$ cat config.mk
export PLATFORM = sky130hd
export DESIGN_NAME = morton_swizzle_to_linear_address
export DESIGN_NICKNAME = d
export VERILOG_FILES = /design/src/rtl/msw_pkg.sv /design/src/rtl/msw_unpack.sv /design/src/rtl/msw_place.sv /design/src/rtl/msw_scale.sv /design/src/rtl/morton_swizzle_to_linear_address.sv
export SDC_FILE = /design/constraint.sdc
export NUM_CORES = 1
export LEC_CHECK = 0
export BUFFER_PORTS_ARGS = -buffer_cell sky130_fd_sc_hd__buf_2
export CAP_MARGIN = 20
export CORE_MARGIN = 4
export CORE_UTILIZATION = 35
export CTS_CLUSTER_SIZE = 20
export DETAILED_ROUTE_END_ITERATION = 16
export MAX_ROUTING_LAYER = met4
export SYNTH_ARGS = -nofsm -noshare
export SYNTH_HDL_FRONTEND = slang
export SYNTH_HIERARCHICAL = 1
export SYNTH_SLANG_ARGS = --single-unit
export TNS_END_PERCENT = 1
$ cat constraint.sdc
create_clock -name clk -period 20.1 [get_ports clk]
set_input_delay 0 -clock clk [delete_from_list [all_inputs] [get_ports clk]]
set_output_delay 0 -clock clk [all_outputs]
set_load 0.02 [all_outputs]
$ cat src/rtl/msw_pkg.sv
`default_nettype none
// ----------------------------------------------------------------------------
// msw_pkg: shared types and constants of the Morton deswizzle address unit
// Field widths, configuration register indexes, stage payload structs and
// the bit gather used to split a Morton code into its two axes.
// ----------------------------------------------------------------------------
package msw_pkg;

  localparam int IDX_W      = 30;  // swizzled texel index
  localparam int HALF_W     = 15;  // one axis of the Morton code
  localparam int PIX_W      = 64;  // pixel payload
  localparam int OFF_W      = 33;  // destination byte offset
  localparam int CFG_W      = 4;   // widest configuration register
  localparam int CFG_ADDR_W = 2;   // configuration register index

  localparam int MAX_DIM_LOG2_DEF = 15;

  localparam logic [CFG_W-1:0] BPP_RESET = 4'd4;
  localparam logic [CFG_W-1:0] BPP_MIN   = 4'd1;
  localparam logic [CFG_W-1:0] BPP_MAX   = 4'd8;

  localparam logic [31:0] MASK_1  = 32'h5555_5555;
  localparam logic [31:0] MASK_2  = 32'h3333_3333;
  localparam logic [31:0] MASK_4  = 32'h0f0f_0f0f;
  localparam logic [31:0] MASK_8  = 32'h00ff_00ff;
  localparam logic [31:0] MASK_16 = 32'h0000_ffff;

  typedef enum logic [CFG_ADDR_W-1:0] {
    REG_WIDTH_LOG2  = 2'd0,
    REG_HEIGHT_LOG2 = 2'd1,
    REG_PIXEL_BYTES = 2'd2
  } cfg_reg_t;

  typedef struct packed {
    logic [IDX_W-1:0] source_index;
    logic [PIX_W-1:0] pixel_data;
  } in_t;

  typedef struct packed {
    logic [OFF_W-1:0] dest_byte_offset;
    logic [PIX_W-1:0] pixel_out;
    logic             in_range;
  } out_t;

  // After the axis split
  typedef struct packed {
    logic [IDX_W-1:0]  hi;
    logic [HALF_W-1:0] xd;
    logic [HALF_W-1:0] yd;
    logic              ok;
    logic [PIX_W-1:0]  pix;
  } unpack_t;

  // After placement in the linear texture, in texels
  typedef struct packed {
    logic [OFF_W-1:0] pos;
    logic             ok;
    logic [PIX_W-1:0] pix;
  } place_t;

  // Gather the even-numbered bits of v into the low half.
  function automatic logic [HALF_W-1:0] even_bits(input logic [31:0] v);
    logic [31:0] t;
    t = v & MASK_1;
    t = (t ^ (t >> 1)) & MASK_2;
    t = (t ^ (t >> 2)) & MASK_4;
    t = (t ^ (t >> 4)) & MASK_8;
    t = (t ^ (t >> 8)) & MASK_16;
    return t[HALF_W-1:0];
  endfunction

endpackage : msw_pkg
`default_nettype wire

$ cat src/rtl/msw_unpack.sv
`default_nettype none
// ----------------------------------------------------------------------------
// msw_unpack: first pipeline stage
// Splits the low 2k index bits into x and y codes, keeps the block bits
// above them and checks the index against the texture size.
// ----------------------------------------------------------------------------
module msw_unpack import msw_pkg::*; #(
  parameter int MAX_DIM_LOG2 = MAX_DIM_LOG2_DEF
) (
  input  wire logic                                   clk,
  input  wire logic                                   rst_n,
  input  wire logic [$clog2(MAX_DIM_LOG2+1)-1:0]      wl,
  input  wire logic [$clog2(MAX_DIM_LOG2+1)-1:0]      hl,
  input  wire logic                                   up_valid,
  output logic                                        up_ready,
  input  wire in_t                                    up_data,
  output logic                                        dn_valid,
  input  wire logic                                   dn_ready,
  output unpack_t                                     dn_data
);

  localparam int LW = $clog2(MAX_DIM_LOG2 + 1);

  logic [LW-1:0]     k;
  logic [LW:0]       size_log2;
  logic [31:0]       hi_mask;
  logic [HALF_W-1:0] kmask;
  logic              valid_r;
  unpack_t           data_r;
  unpack_t           data_nxt;

  always_comb begin
    k         = (wl < hl) ? wl : hl;
    size_log2 = {1'b0, wl} + {1'b0, hl};
    hi_mask   = 32'hffff_ffff << {k, 1'b0};
    kmask     = ~(HALF_W'({HALF_W{1'b1}} << k));

    data_nxt.hi  = up_data.source_index & hi_mask[IDX_W-1:0];
    data_nxt.xd  = even_bits({2'b0, up_data.source_index}) & kmask;
    data_nxt.yd  = even_bits({3'b0, up_data.source_index[IDX_W-1:1]}) & kmask;
    data_nxt.ok  = (32'(size_log2) >= 32'(IDX_W)) ||
                   ((up_data.source_index >> size_log2) == '0);
    data_nxt.pix = up_data.pixel_data;
  end

  assign up_ready = !valid_r || dn_ready;

  always_ff @(posedge clk) begin
    if (!rst_n) begin
      valid_r <= 1'b0;
    end else if (up_ready) begin
      valid_r <= up_valid;
    end
  end

  always_ff @(posedge clk) begin
    if (up_ready && up_valid) begin
      data_r <= data_nxt;
    end
  end

  assign dn_valid = valid_r;
  assign dn_data  = data_r;

endmodule : msw_unpack
`default_nettype wire

$ cat src/rtl/msw_place.sv
`default_nettype none
// ----------------------------------------------------------------------------
// msw_place: second pipeline stage
// Rebuilds the texel position along the longer side, splits it into x and
// y and forms the row-major texel position y*W + x.
// ----------------------------------------------------------------------------
module msw_place import msw_pkg::*; #(
  parameter int MAX_DIM_LOG2 = MAX_DIM_LOG2_DEF
) (
  input  wire logic                                   clk,
  input  wire logic                                   rst_n,
  input  wire logic [$clog2(MAX_DIM_LOG2+1)-1:0]      wl,
  input  wire logic [$clog2(MAX_DIM_LOG2+1)-1:0]      hl,
  input  wire logic                                   up_valid,
  output logic                                        up_ready,
  input  wire unpack_t                                up_data,
  output logic                                        dn_valid,
  input  wire logic                                   dn_ready,
  output place_t                                      dn_data
);

  localparam int LW = $clog2(MAX_DIM_LOG2 + 1);

  logic [LW-1:0]    k;
  logic [IDX_W-1:0] j;
  logic [IDX_W-1:0] x;
  logic [IDX_W-1:0] y;
  logic             valid_r;
  place_t           data_r;
  place_t           data_nxt;

  always_comb begin
    k = (wl < hl) ? wl : hl;
    if (hl < wl) begin
      // wide texture: x runs over blocks, y stays inside one block
      j = up_data.hi | (IDX_W'(up_data.yd) << k) | IDX_W'(up_data.xd);
      x = j >> hl;
      y = j & ~({IDX_W{1'b1}} << hl);
    end else begin
      j = up_data.hi | (IDX_W'(up_data.xd) << k) | IDX_W'(up_data.yd);
      x = j & ~({IDX_W{1'b1}} << wl);
      y = j >> wl;
    end
    data_nxt.pos = (OFF_W'(y) << wl) + OFF_W'(x);
    data_nxt.ok  = up_data.ok;
    data_nxt.pix = up_data.pix;
  end

  assign up_ready = !valid_r || dn_ready;

  always_ff @(posedge clk) begin
    if (!rst_n) begin
      valid_r <= 1'b0;
    end else if (up_ready) begin
      valid_r <= up_valid;
    end
  end

  always_ff @(posedge clk) begin
    if (up_ready && up_valid) begin
      data_r <= data_nxt;
    end
  end

  assign dn_valid = valid_r;
  assign dn_data  = data_r;

endmodule : msw_place
`default_nettype wire

$ cat src/rtl/msw_scale.sv
`default_nettype none
// ----------------------------------------------------------------------------
// msw_scale: third pipeline stage and output register
// Scales the texel position by the pixel size and zeroes the offset of an
// index outside the texture.
// ----------------------------------------------------------------------------
module msw_scale import msw_pkg::*; (
  input  wire logic             clk,
  input  wire logic             rst_n,
  input  wire logic [CFG_W-1:0] bpp,
  input  wire logic             up_valid,
  output logic                  up_ready,
  input  wire place_t           up_data,
  output logic                  dn_valid,
  input  wire logic             dn_ready,
  output out_t                  dn_data
);

  logic valid_r;
  out_t data_r;
  out_t data_nxt;

  always_comb begin
    data_nxt.dest_byte_offset = up_data.ok ? (up_data.pos * OFF_W'(bpp)) : '0;
    data_nxt.pixel_out        = up_data.pix;
    data_nxt.in_range         = up_data.ok;
  end

  assign up_ready = !valid_r || dn_ready;

  always_ff @(posedge clk) begin
    if (!rst_n) begin
      valid_r <= 1'b0;
    end else if (up_ready) begin
      valid_r <= up_valid;
    end
  end

  always_ff @(posedge clk) begin
    if (up_ready && up_valid) begin
      data_r <= data_nxt;
    end
  end

  assign dn_valid = valid_r;
  assign dn_data  = data_r;

endmodule : msw_scale
`default_nettype wire

$ cat src/rtl/morton_swizzle_to_linear_address.sv
`default_nettype none
// ----------------------------------------------------------------------------
// morton_swizzle_to_linear_address: Morton texel index to linear byte offset
// Turns the index of a texel in a Morton-ordered texture into its byte
// offset in the row-major texture and carries the pixel alongside.
// ----------------------------------------------------------------------------
//
//   port group   direction  transaction            flow control
//   in_*         in         source index + pixel   in_valid / in_stall
//   out_*        out        offset, pixel, range   out_valid / out_stall
//   cfg_*        in         register write         cfg_we, no wait
//
// Three register stages: axis split, placement, scale. A transaction passes
// through them in order and one is taken every cycle while in_stall is low;
// the output register of the scale stage holds the result.
// A stall on the output holds the full stages; an empty stage still takes
// the next transaction, so bubbles close up.
// Synchronous reset empties the pipeline and loads the register defaults
// (width and height log2 of 0, four bytes per pixel).
// Write configuration only while the pipeline is empty.
// ----------------------------------------------------------------------------
module morton_swizzle_to_linear_address import msw_pkg::*; #(
  parameter int MAX_DIM_LOG2 = MAX_DIM_LOG2_DEF
) (
  input  wire logic                  clk,
  input  wire logic                  rst_n,
  // input channel
  input  wire logic                  in_valid,
  output logic                       in_stall,
  input  wire in_t                   in_data,
  // result channel
  output logic                       out_valid,
  input  wire logic                  out_stall,
  output out_t                       out_data,
  // configuration
  input  wire logic                  cfg_we,
  input  wire logic [CFG_ADDR_W-1:0] cfg_addr,
  input  wire logic [CFG_W-1:0]      cfg_wdata
);

  localparam int LW = $clog2(MAX_DIM_LOG2 + 1);
  localparam logic [CFG_W-1:0] DIM_LIMIT = CFG_W'(MAX_DIM_LOG2);

  logic [CFG_W-1:0] width_log2_r;
  logic [CFG_W-1:0] height_log2_r;
  logic [CFG_W-1:0] bpp_r;
  logic [LW-1:0]    wl;
  logic [LW-1:0]    hl;
  logic [CFG_W-1:0] bpp;

  logic    s1_ready;
  logic    s1_valid;
  unpack_t s1_data;
  logic    s2_ready;
  logic    s2_valid;
  place_t  s2_data;
  logic    s3_ready;

  // Configuration registers; an unknown index is dropped.
  always_ff @(posedge clk) begin
    if (!rst_n) begin
      width_log2_r  <= '0;
      height_log2_r <= '0;
      bpp_r         <= BPP_RESET;
    end else if (cfg_we) begin
      unique case (cfg_addr)
        REG_WIDTH_LOG2:  width_log2_r  <= cfg_wdata;
        REG_HEIGHT_LOG2: height_log2_r <= cfg_wdata;
        REG_PIXEL_BYTES: bpp_r         <= cfg_wdata;
        default: ;
      endcase
    end
  end

  // Saturate the side lengths to the supported limit and clamp the pixel
  // size into one to eight bytes.
  always_comb begin
    wl  = (width_log2_r  > DIM_LIMIT) ? LW'(DIM_LIMIT) : LW'(width_log2_r);
    hl  = (height_log2_r > DIM_LIMIT) ? LW'(DIM_LIMIT) : LW'(height_log2_r);
    bpp = (bpp_r == '0) ? BPP_MIN : ((bpp_r > BPP_MAX) ? BPP_MAX : bpp_r);
  end

  // Stage 1: split the Morton code, range check
  msw_unpack #(
    .MAX_DIM_LOG2(MAX_DIM_LOG2)
  ) u_unpack (
    .clk      (clk),
    .rst_n    (rst_n),
    .wl       (wl),
    .hl       (hl),
    .up_valid (in_valid),
    .up_ready (s1_ready),
    .up_data  (in_data),
    .dn_valid (s1_valid),
    .dn_ready (s2_ready),
    .dn_data  (s1_data)
  );

  // Stage 2: row-major texel position
  msw_place #(
    .MAX_DIM_LOG2(MAX_DIM_LOG2)
  ) u_place (
    .clk      (clk),
    .rst_n    (rst_n),
    .wl       (wl),
    .hl       (hl),
    .up_valid (s1_valid),
    .up_ready (s2_ready),
    .up_data  (s1_data),
    .dn_valid (s2_valid),
    .dn_ready (s3_ready),
    .dn_data  (s2_data)
  );

  // Stage 3: scale to bytes, output register
  msw_scale u_scale (
    .clk      (clk),
    .rst_n    (rst_n),
    .bpp      (bpp),
    .up_valid (s2_valid),
    .up_ready (s3_ready),
    .up_data  (s2_data),
    .dn_valid (out_valid),
    .dn_ready (!out_stall),
    .dn_data  (out_data)
  );

  assign in_stall = !s1_ready;

endmodule : morton_swizzle_to_linear_address
`default_nettype wire
* Yosys cells after proc, flatten, opt, wreduce, memory -nomap -nowiden
Index checks and enable logic that the tools add are counted.
** Word-level totals
- Bits in latches :: 0
- Output and inout bits :: 100
- Bits in writable memories :: 0
- Bits in registers :: 336
- Input port bits :: 105
- Memories :: 0
- ROM bits :: 0
- Logic and storage cells :: 83
** Operators by class
- Equal/unequal tests :: 2
- Mux-type cells :: 7
- $add $sub $neg :: 2
- Order comparisons :: 6
- Multipliers :: 1
- Div/mod/pow operators :: 0
- Shifts and indexed selects :: 10
- Bitwise gates (word level) :: 20
- Reduce and logical (&&, ||, !) cells :: 18
** Operators with widths (number)
- bitwise AND 30 bit :: 3
- 2-to-1 mux 30 bit :: 2
- inverter 30 bit :: 2
- OR 30 x 15 -> 30 bit :: 2
- OR 30 bit :: 2
- left shift 15 x 4 -> 30 bit :: 2
- left shift 30 x 4 -> 30 bit (first input constant) :: 2
- right shift 30 x 4 -> 30 bit :: 2
- bitwise XOR 29 x 28 -> 29 bit :: 2
- bitwise XOR 26 x 27 -> 27 bit :: 2
- bitwise XOR 20 x 23 -> 23 bit :: 2
- adder 33 x 30 -> 33 bit :: 1
- multiplier 33 x 4 -> 33 bit :: 1
- left shift 30 x 4 -> 33 bit :: 1
- left shift 32 x 5 -> 30 bit (first input constant) :: 1
- bitwise AND 15 bit :: 2
- zero test 30 bit :: 1
- right shift 30 x 5 -> 30 bit :: 1
- bitwise XOR 8 x 15 -> 15 bit :: 2
- 2-to-1 mux 4 bit :: 5
- inverter 15 bit :: 1
- left shift 15 x 4 -> 15 bit (first input constant) :: 1
- greater-than comparator 4 bit (second input constant) :: 3
- less-than comparator 4 bit :: 2
- other kinds (10) :: 21

* Logic depth before layout (Yosys ltp)
- Depth after elaboration :: 11
- Depth in mapped cells :: 42
- Mapped depth without buffers :: 34

* Hierarchy
Netlist, hierarchy kept.
** By module, submodules not included
- msw_place :: cells an instance 1337, times used 1, area an instance 11086.9 um2
- msw_scale :: cells an instance 680, times used 1, area an instance 7215.7 um2
- msw_unpack :: cells an instance 371, times used 1, area an instance 5408.9 um2
- morton_swizzle_to_linear_address :: cells an instance 54, times used 1, area an instance 519.2 um2

* Worst setup path after synthesis
Ideal clock, no wire load.
- Path kind :: register to register
- From :: register width_log2_r[1]
- To :: register u_place.data_r (netlist bit u_place/dn_data[93]), data pin
- Path slack :: 11.835 ns
- Stages on the path, launching flop included :: 41
- Arrival time :: 7.996 ns
- Cell sequence :: dfxtp_1 -> buf_2 -> inv_1 -> clkbuf_1 -> buf_1 -> buf_1 -> clkbuf_1 -> ha_1 -> and4_1 -> buf_6 -> a211oi_2 -> or2_1 -> buf_2 -> buf_4 -> buf_4 -> buf_2 -> mux2i_1 -> mux2_2 -> [... 5 more ...] -> a21oi_1 -> a21oi_1 -> ha_1 -> fa_1 -> a21o_1 -> a21o_1 -> a21oi_1 -> o21ai_0 -> a41oi_1 -> a21oi_1 -> nand4_1 -> nand3_1 -> o41ai_1 -> o311ai_0 -> a21o_1 -> a21oi_1 -> o21ai_0 -> xor2_1
** RTL lines
- from (decl) :: line morton_swizzle_to_linear_address.sv:44 : logic [CFG_W-1:0] width_log2_r;
- from (signal assigned) :: line morton_swizzle_to_linear_address.sv:67 : REG_WIDTH_LOG2: width_log2_r <= cfg_wdata;
- to (signal assigned) :: line msw_place.sv:61 : data_r <= data_nxt;
- to (decl) :: line msw_place.sv:29 : place_t data_r;

==> impl_metrics.toml <==
[placed_design]
place_hpwl_um = 61700
gp_congestion = 0.973
dpl.cell_count = 3483
numPortBuffers = 204

[timing]
tns_ns = 0
setup-violations-final = 0
grt_setup_unrepaired = "no"
maxSlewHeadroom = 0.240
drv_slew = 0
worst_pin_slew_ns = 1.14
hold_slack_ns = 0.137
fin_crit_sh = 0.499
finClkSkew_ns = 0.0306
max_freq_mhz = 99.8
layout_min_cycle_time_ns = 10.02
final_hold_viol_count = 0

[pwr]
ir_drop_v = 0.0000524
leakagePower_nw = 11.5
cellPowerDensity_nw_per_um2 = 80.7

[route]
antenna_left = 0
drt-vias-per-instance = 5.60
first_pass_iters = 6
wl_per_cell_um = 22.2
dr_total_vias = 20500
dr.first_iter.drc_count = 1898
drcViolationCount = 0
wirelength_um = 81500

[layout]
seqCellArea_sq_um = 9940
multi_input_area_sq_um = 13100
final_layout_size_suffix_gt1_frac = 0.149
layout.nets = 2952
fin_cells = 3670
areaGrowthSynthToFinish_pct = 17.9
n_fill_cell = 6629

[cts]
clkTransAtPathRegs_ns = 0.06
cts_buffers = 39
clock_latency_ns = 0.58
cts_max_level = 2
clockBufferDepth = 3
cts.sinks = 336
cts_tree = "built"
ctsRootBufferMaster = "clkbuf_16"

[yosys]
yosysTopAreaCell = "edfxtp_1"
synth-edff-count = 321
yosysMostFrequentCell = "edfxtp_1"
netlist_top_cells_area = "edfxtp_1, mux2i_1, fa_1"
syn-instance-count = 2442
syn_area_per_cell_sq_um = 9.92
yosys_warnings = 6
ys_seq_elements = 336
yosys.cell_types.count = 120
synth.cell_area_sq_um = 24200
synth_ff_type = "edfxtp_1"
async_flop_share = 0
ys_seq_area_frac = 0.410
synth_common_cells = "edfxtp_1, nand2_1, nor2_1, inv_1, mux2i_1"
yosys.area.top_type_share = 0.398

[critical_path]
cpMaxStageDelayCell = "o21ai_0"
critPathMaxFanout = 28
rr_startpoint = "height_log2_r[0]"
end_kind = "flop"
arrival_ns = 10.34
crit_required_ns = 20.42
cp-start-kind = "flop"
r2r_slack_ns = 10.08
path_buf_inv = 2
crit_family = "compound AO/OA/AOI/OAI gates"
r2r_cells = 33
cpPeakStageDelay_ns = 0.74
r2r-end = "u_place/dn_data[93]"
worstSetupPathType = "flop to flop"

[hold_path]
min_to = "u_unpack/dn_data[52]"
hp-start = "in_data[52]"
min_path_type = "primary input to flop"
whs_path_depth = 2

[die]
core_sq_um = 68600
die-width_um = 271
start_util = 0.353
io_pins = 205
std_cell_rows = 96
dieArea_sq_um = 73500
die_h_um = 271

[grt]
grt_pass1_vias = 20100
overflow = 0
grt_antenna_before_repair = 0
track_usage = 0.220
grt_pass1_wl_um = 123000
grt_max_degree = 72

[run_status]
outcome = "completed"

[run]
max_cap_viol_count = 0
-- worst max path at each step --
stage	startpoint	endpoint	slack (ns)	cells past startpoint
2_1_floorplan	width_log2_r[1]	u_place/dn_data[93]	11.83	40
3_3_place_gp	width_log2_r[3]	u_place/dn_data[93]	10.16	33
3_5_place_dp	width_log2_r[3]	u_place/dn_data[93]	10.40	31
4_1_cts	width_log2_r[3]	u_place/dn_data[93]	10.36	31
5_1_grt	height_log2_r[0]	u_place/dn_data[93]	9.29	33
6_report	height_log2_r[0]	u_place/dn_data[93]	10.08	33
-- power by group --
part           internal [W]  switching [W]  total [W]
sequential         0.000833      0.0000296   0.000863
combinational      0.000282       0.000474   0.000756
clock              0.000391       0.000294   0.000685
total               0.00151       0.000798    0.00230
-- layer usage --
layer / vias to the layer above / track usage / share of wire
met1: 9922 / 0.275 / 0.42
met4: 0 / 0.0909 / 0.048
met3: 189 / 0.0278 / 0.057
li1: 9574 / - / -
met5: - / - / 0
met2: 850 / 0.363 / 0.48
-- worst reg2reg max path, delay by kind of cell, from the launching register on --
family                     cells  cell delay (ns)
muxes                          2             0.57
xor gates and xnor gates       1             0.17
buffers and inverters          2             0.68
DFF                            1             0.31
and+or+nand+nor                8             2.15
adders and majority gates      2             0.70
AOI/OAI and AO/OA             18             5.16
-- per-stage QoR --
step / instance area [sq um] / total power [W] / util / setup slack (ns)
global placement: 26100 / 0.00159 / 0.381 / 10.16
detailed placement: 26100 / 0.00160 / 0.381 / 10.40
finish: 28600 / 0.00230 / 0.417 / 10.08
CTS: 28500 / 0.00232 / 0.416 / 10.36
global route: 28600 / 0.00244 / 0.416 / 9.29
floorplan: 24200 / 0.00139 / - / 11.83
-- kinds of logic after synthesis --
| logic type | synth area share |
|---|---|
| and+or+nand+nor | 0.165 |
| AOI/OAI and AO/OA | 0.189 |
| DFF | 0.410 |
| adders and majority gates | 0.0891 |
| buffers and inverters | 0.0486 |
| xor gates and xnor gates | 0.0177 |
| muxes | 0.0806 |
| other | 0.000155 |
-- layout by cell type (no fill, tap or decap), types with 28 or more instances in the layout --
| cell | Yosys | routed |
|---|---|---|
| edfxtp_1 | 321 | 321 |
| nand2_1 | 232 | 232 |
| buf_2 | 25 | 205 |
| nor2_1 | 198 | 197 |
| inv_1 | 147 | 147 |
| mux2i_1 | 140 | 140 |
| a21oi_1 | 135 | 135 |
| and2_1 | 137 | 134 |
| dlygate4sd3_1 | 0 | 116 |
| o21ai_0 | 79 | 79 |
| ha_1 | 75 | 75 |
| nand3_1 | 69 | 69 |
| fa_1 | 61 | 61 |
| clkbuf_16 | 0 | 41 |
| nor3_1 | 40 | 40 |
| buf_4 | 6 | 39 |
| a211oi_1 | 38 | 38 |
| a21o_1 | 37 | 37 |
| xnor2_1 | 32 | 32 |
| o22ai_1 | 31 | 31 |
| nor2b_1 | 30 | 30 |
| o31ai_1 | 28 | 28 |
-- flip-flops by register name, indices dropped and copies added (netlist names) --
| signal | flops |
|---|---|
| bpp_r | 4 |
| height_log2_r | 4 |
| u_scale/dn_valid | 1 |
| u_unpack/dn_valid | 1 |
| u_scale/dn_data | 98 |
| width_log2_r | 4 |
| u_place/dn_data | 98 |
| u_place/dn_valid | 1 |
| u_unpack/dn_data | 125 |
-- repair_timing --
item | in CTS | in global routing
setup buffers | 0 | 0
endpoints found under the hold margin | 139 | 0
setup endpoints to repair | 0 | 0
hold buffers | 116 | 0
gates resized for setup | 0 | 0
-- final cells by class --
| class | count | area share |
|---|---|---|
| sequential | 336 | 0.348 |
| multi-input combinational | 1818 | 0.460 |
| tap | 931 | 0.0408 |
| inverter | 155 | 0.0204 |
| clock buffer | 46 | 0.0366 |
| timing repair buffer | 361 | 0.0873 |
| clock inverter | 22 | 0.00723 |
| antenna | 1 | 0.0000876 |
No activity file was read; power rests on OpenSTA's default activity.
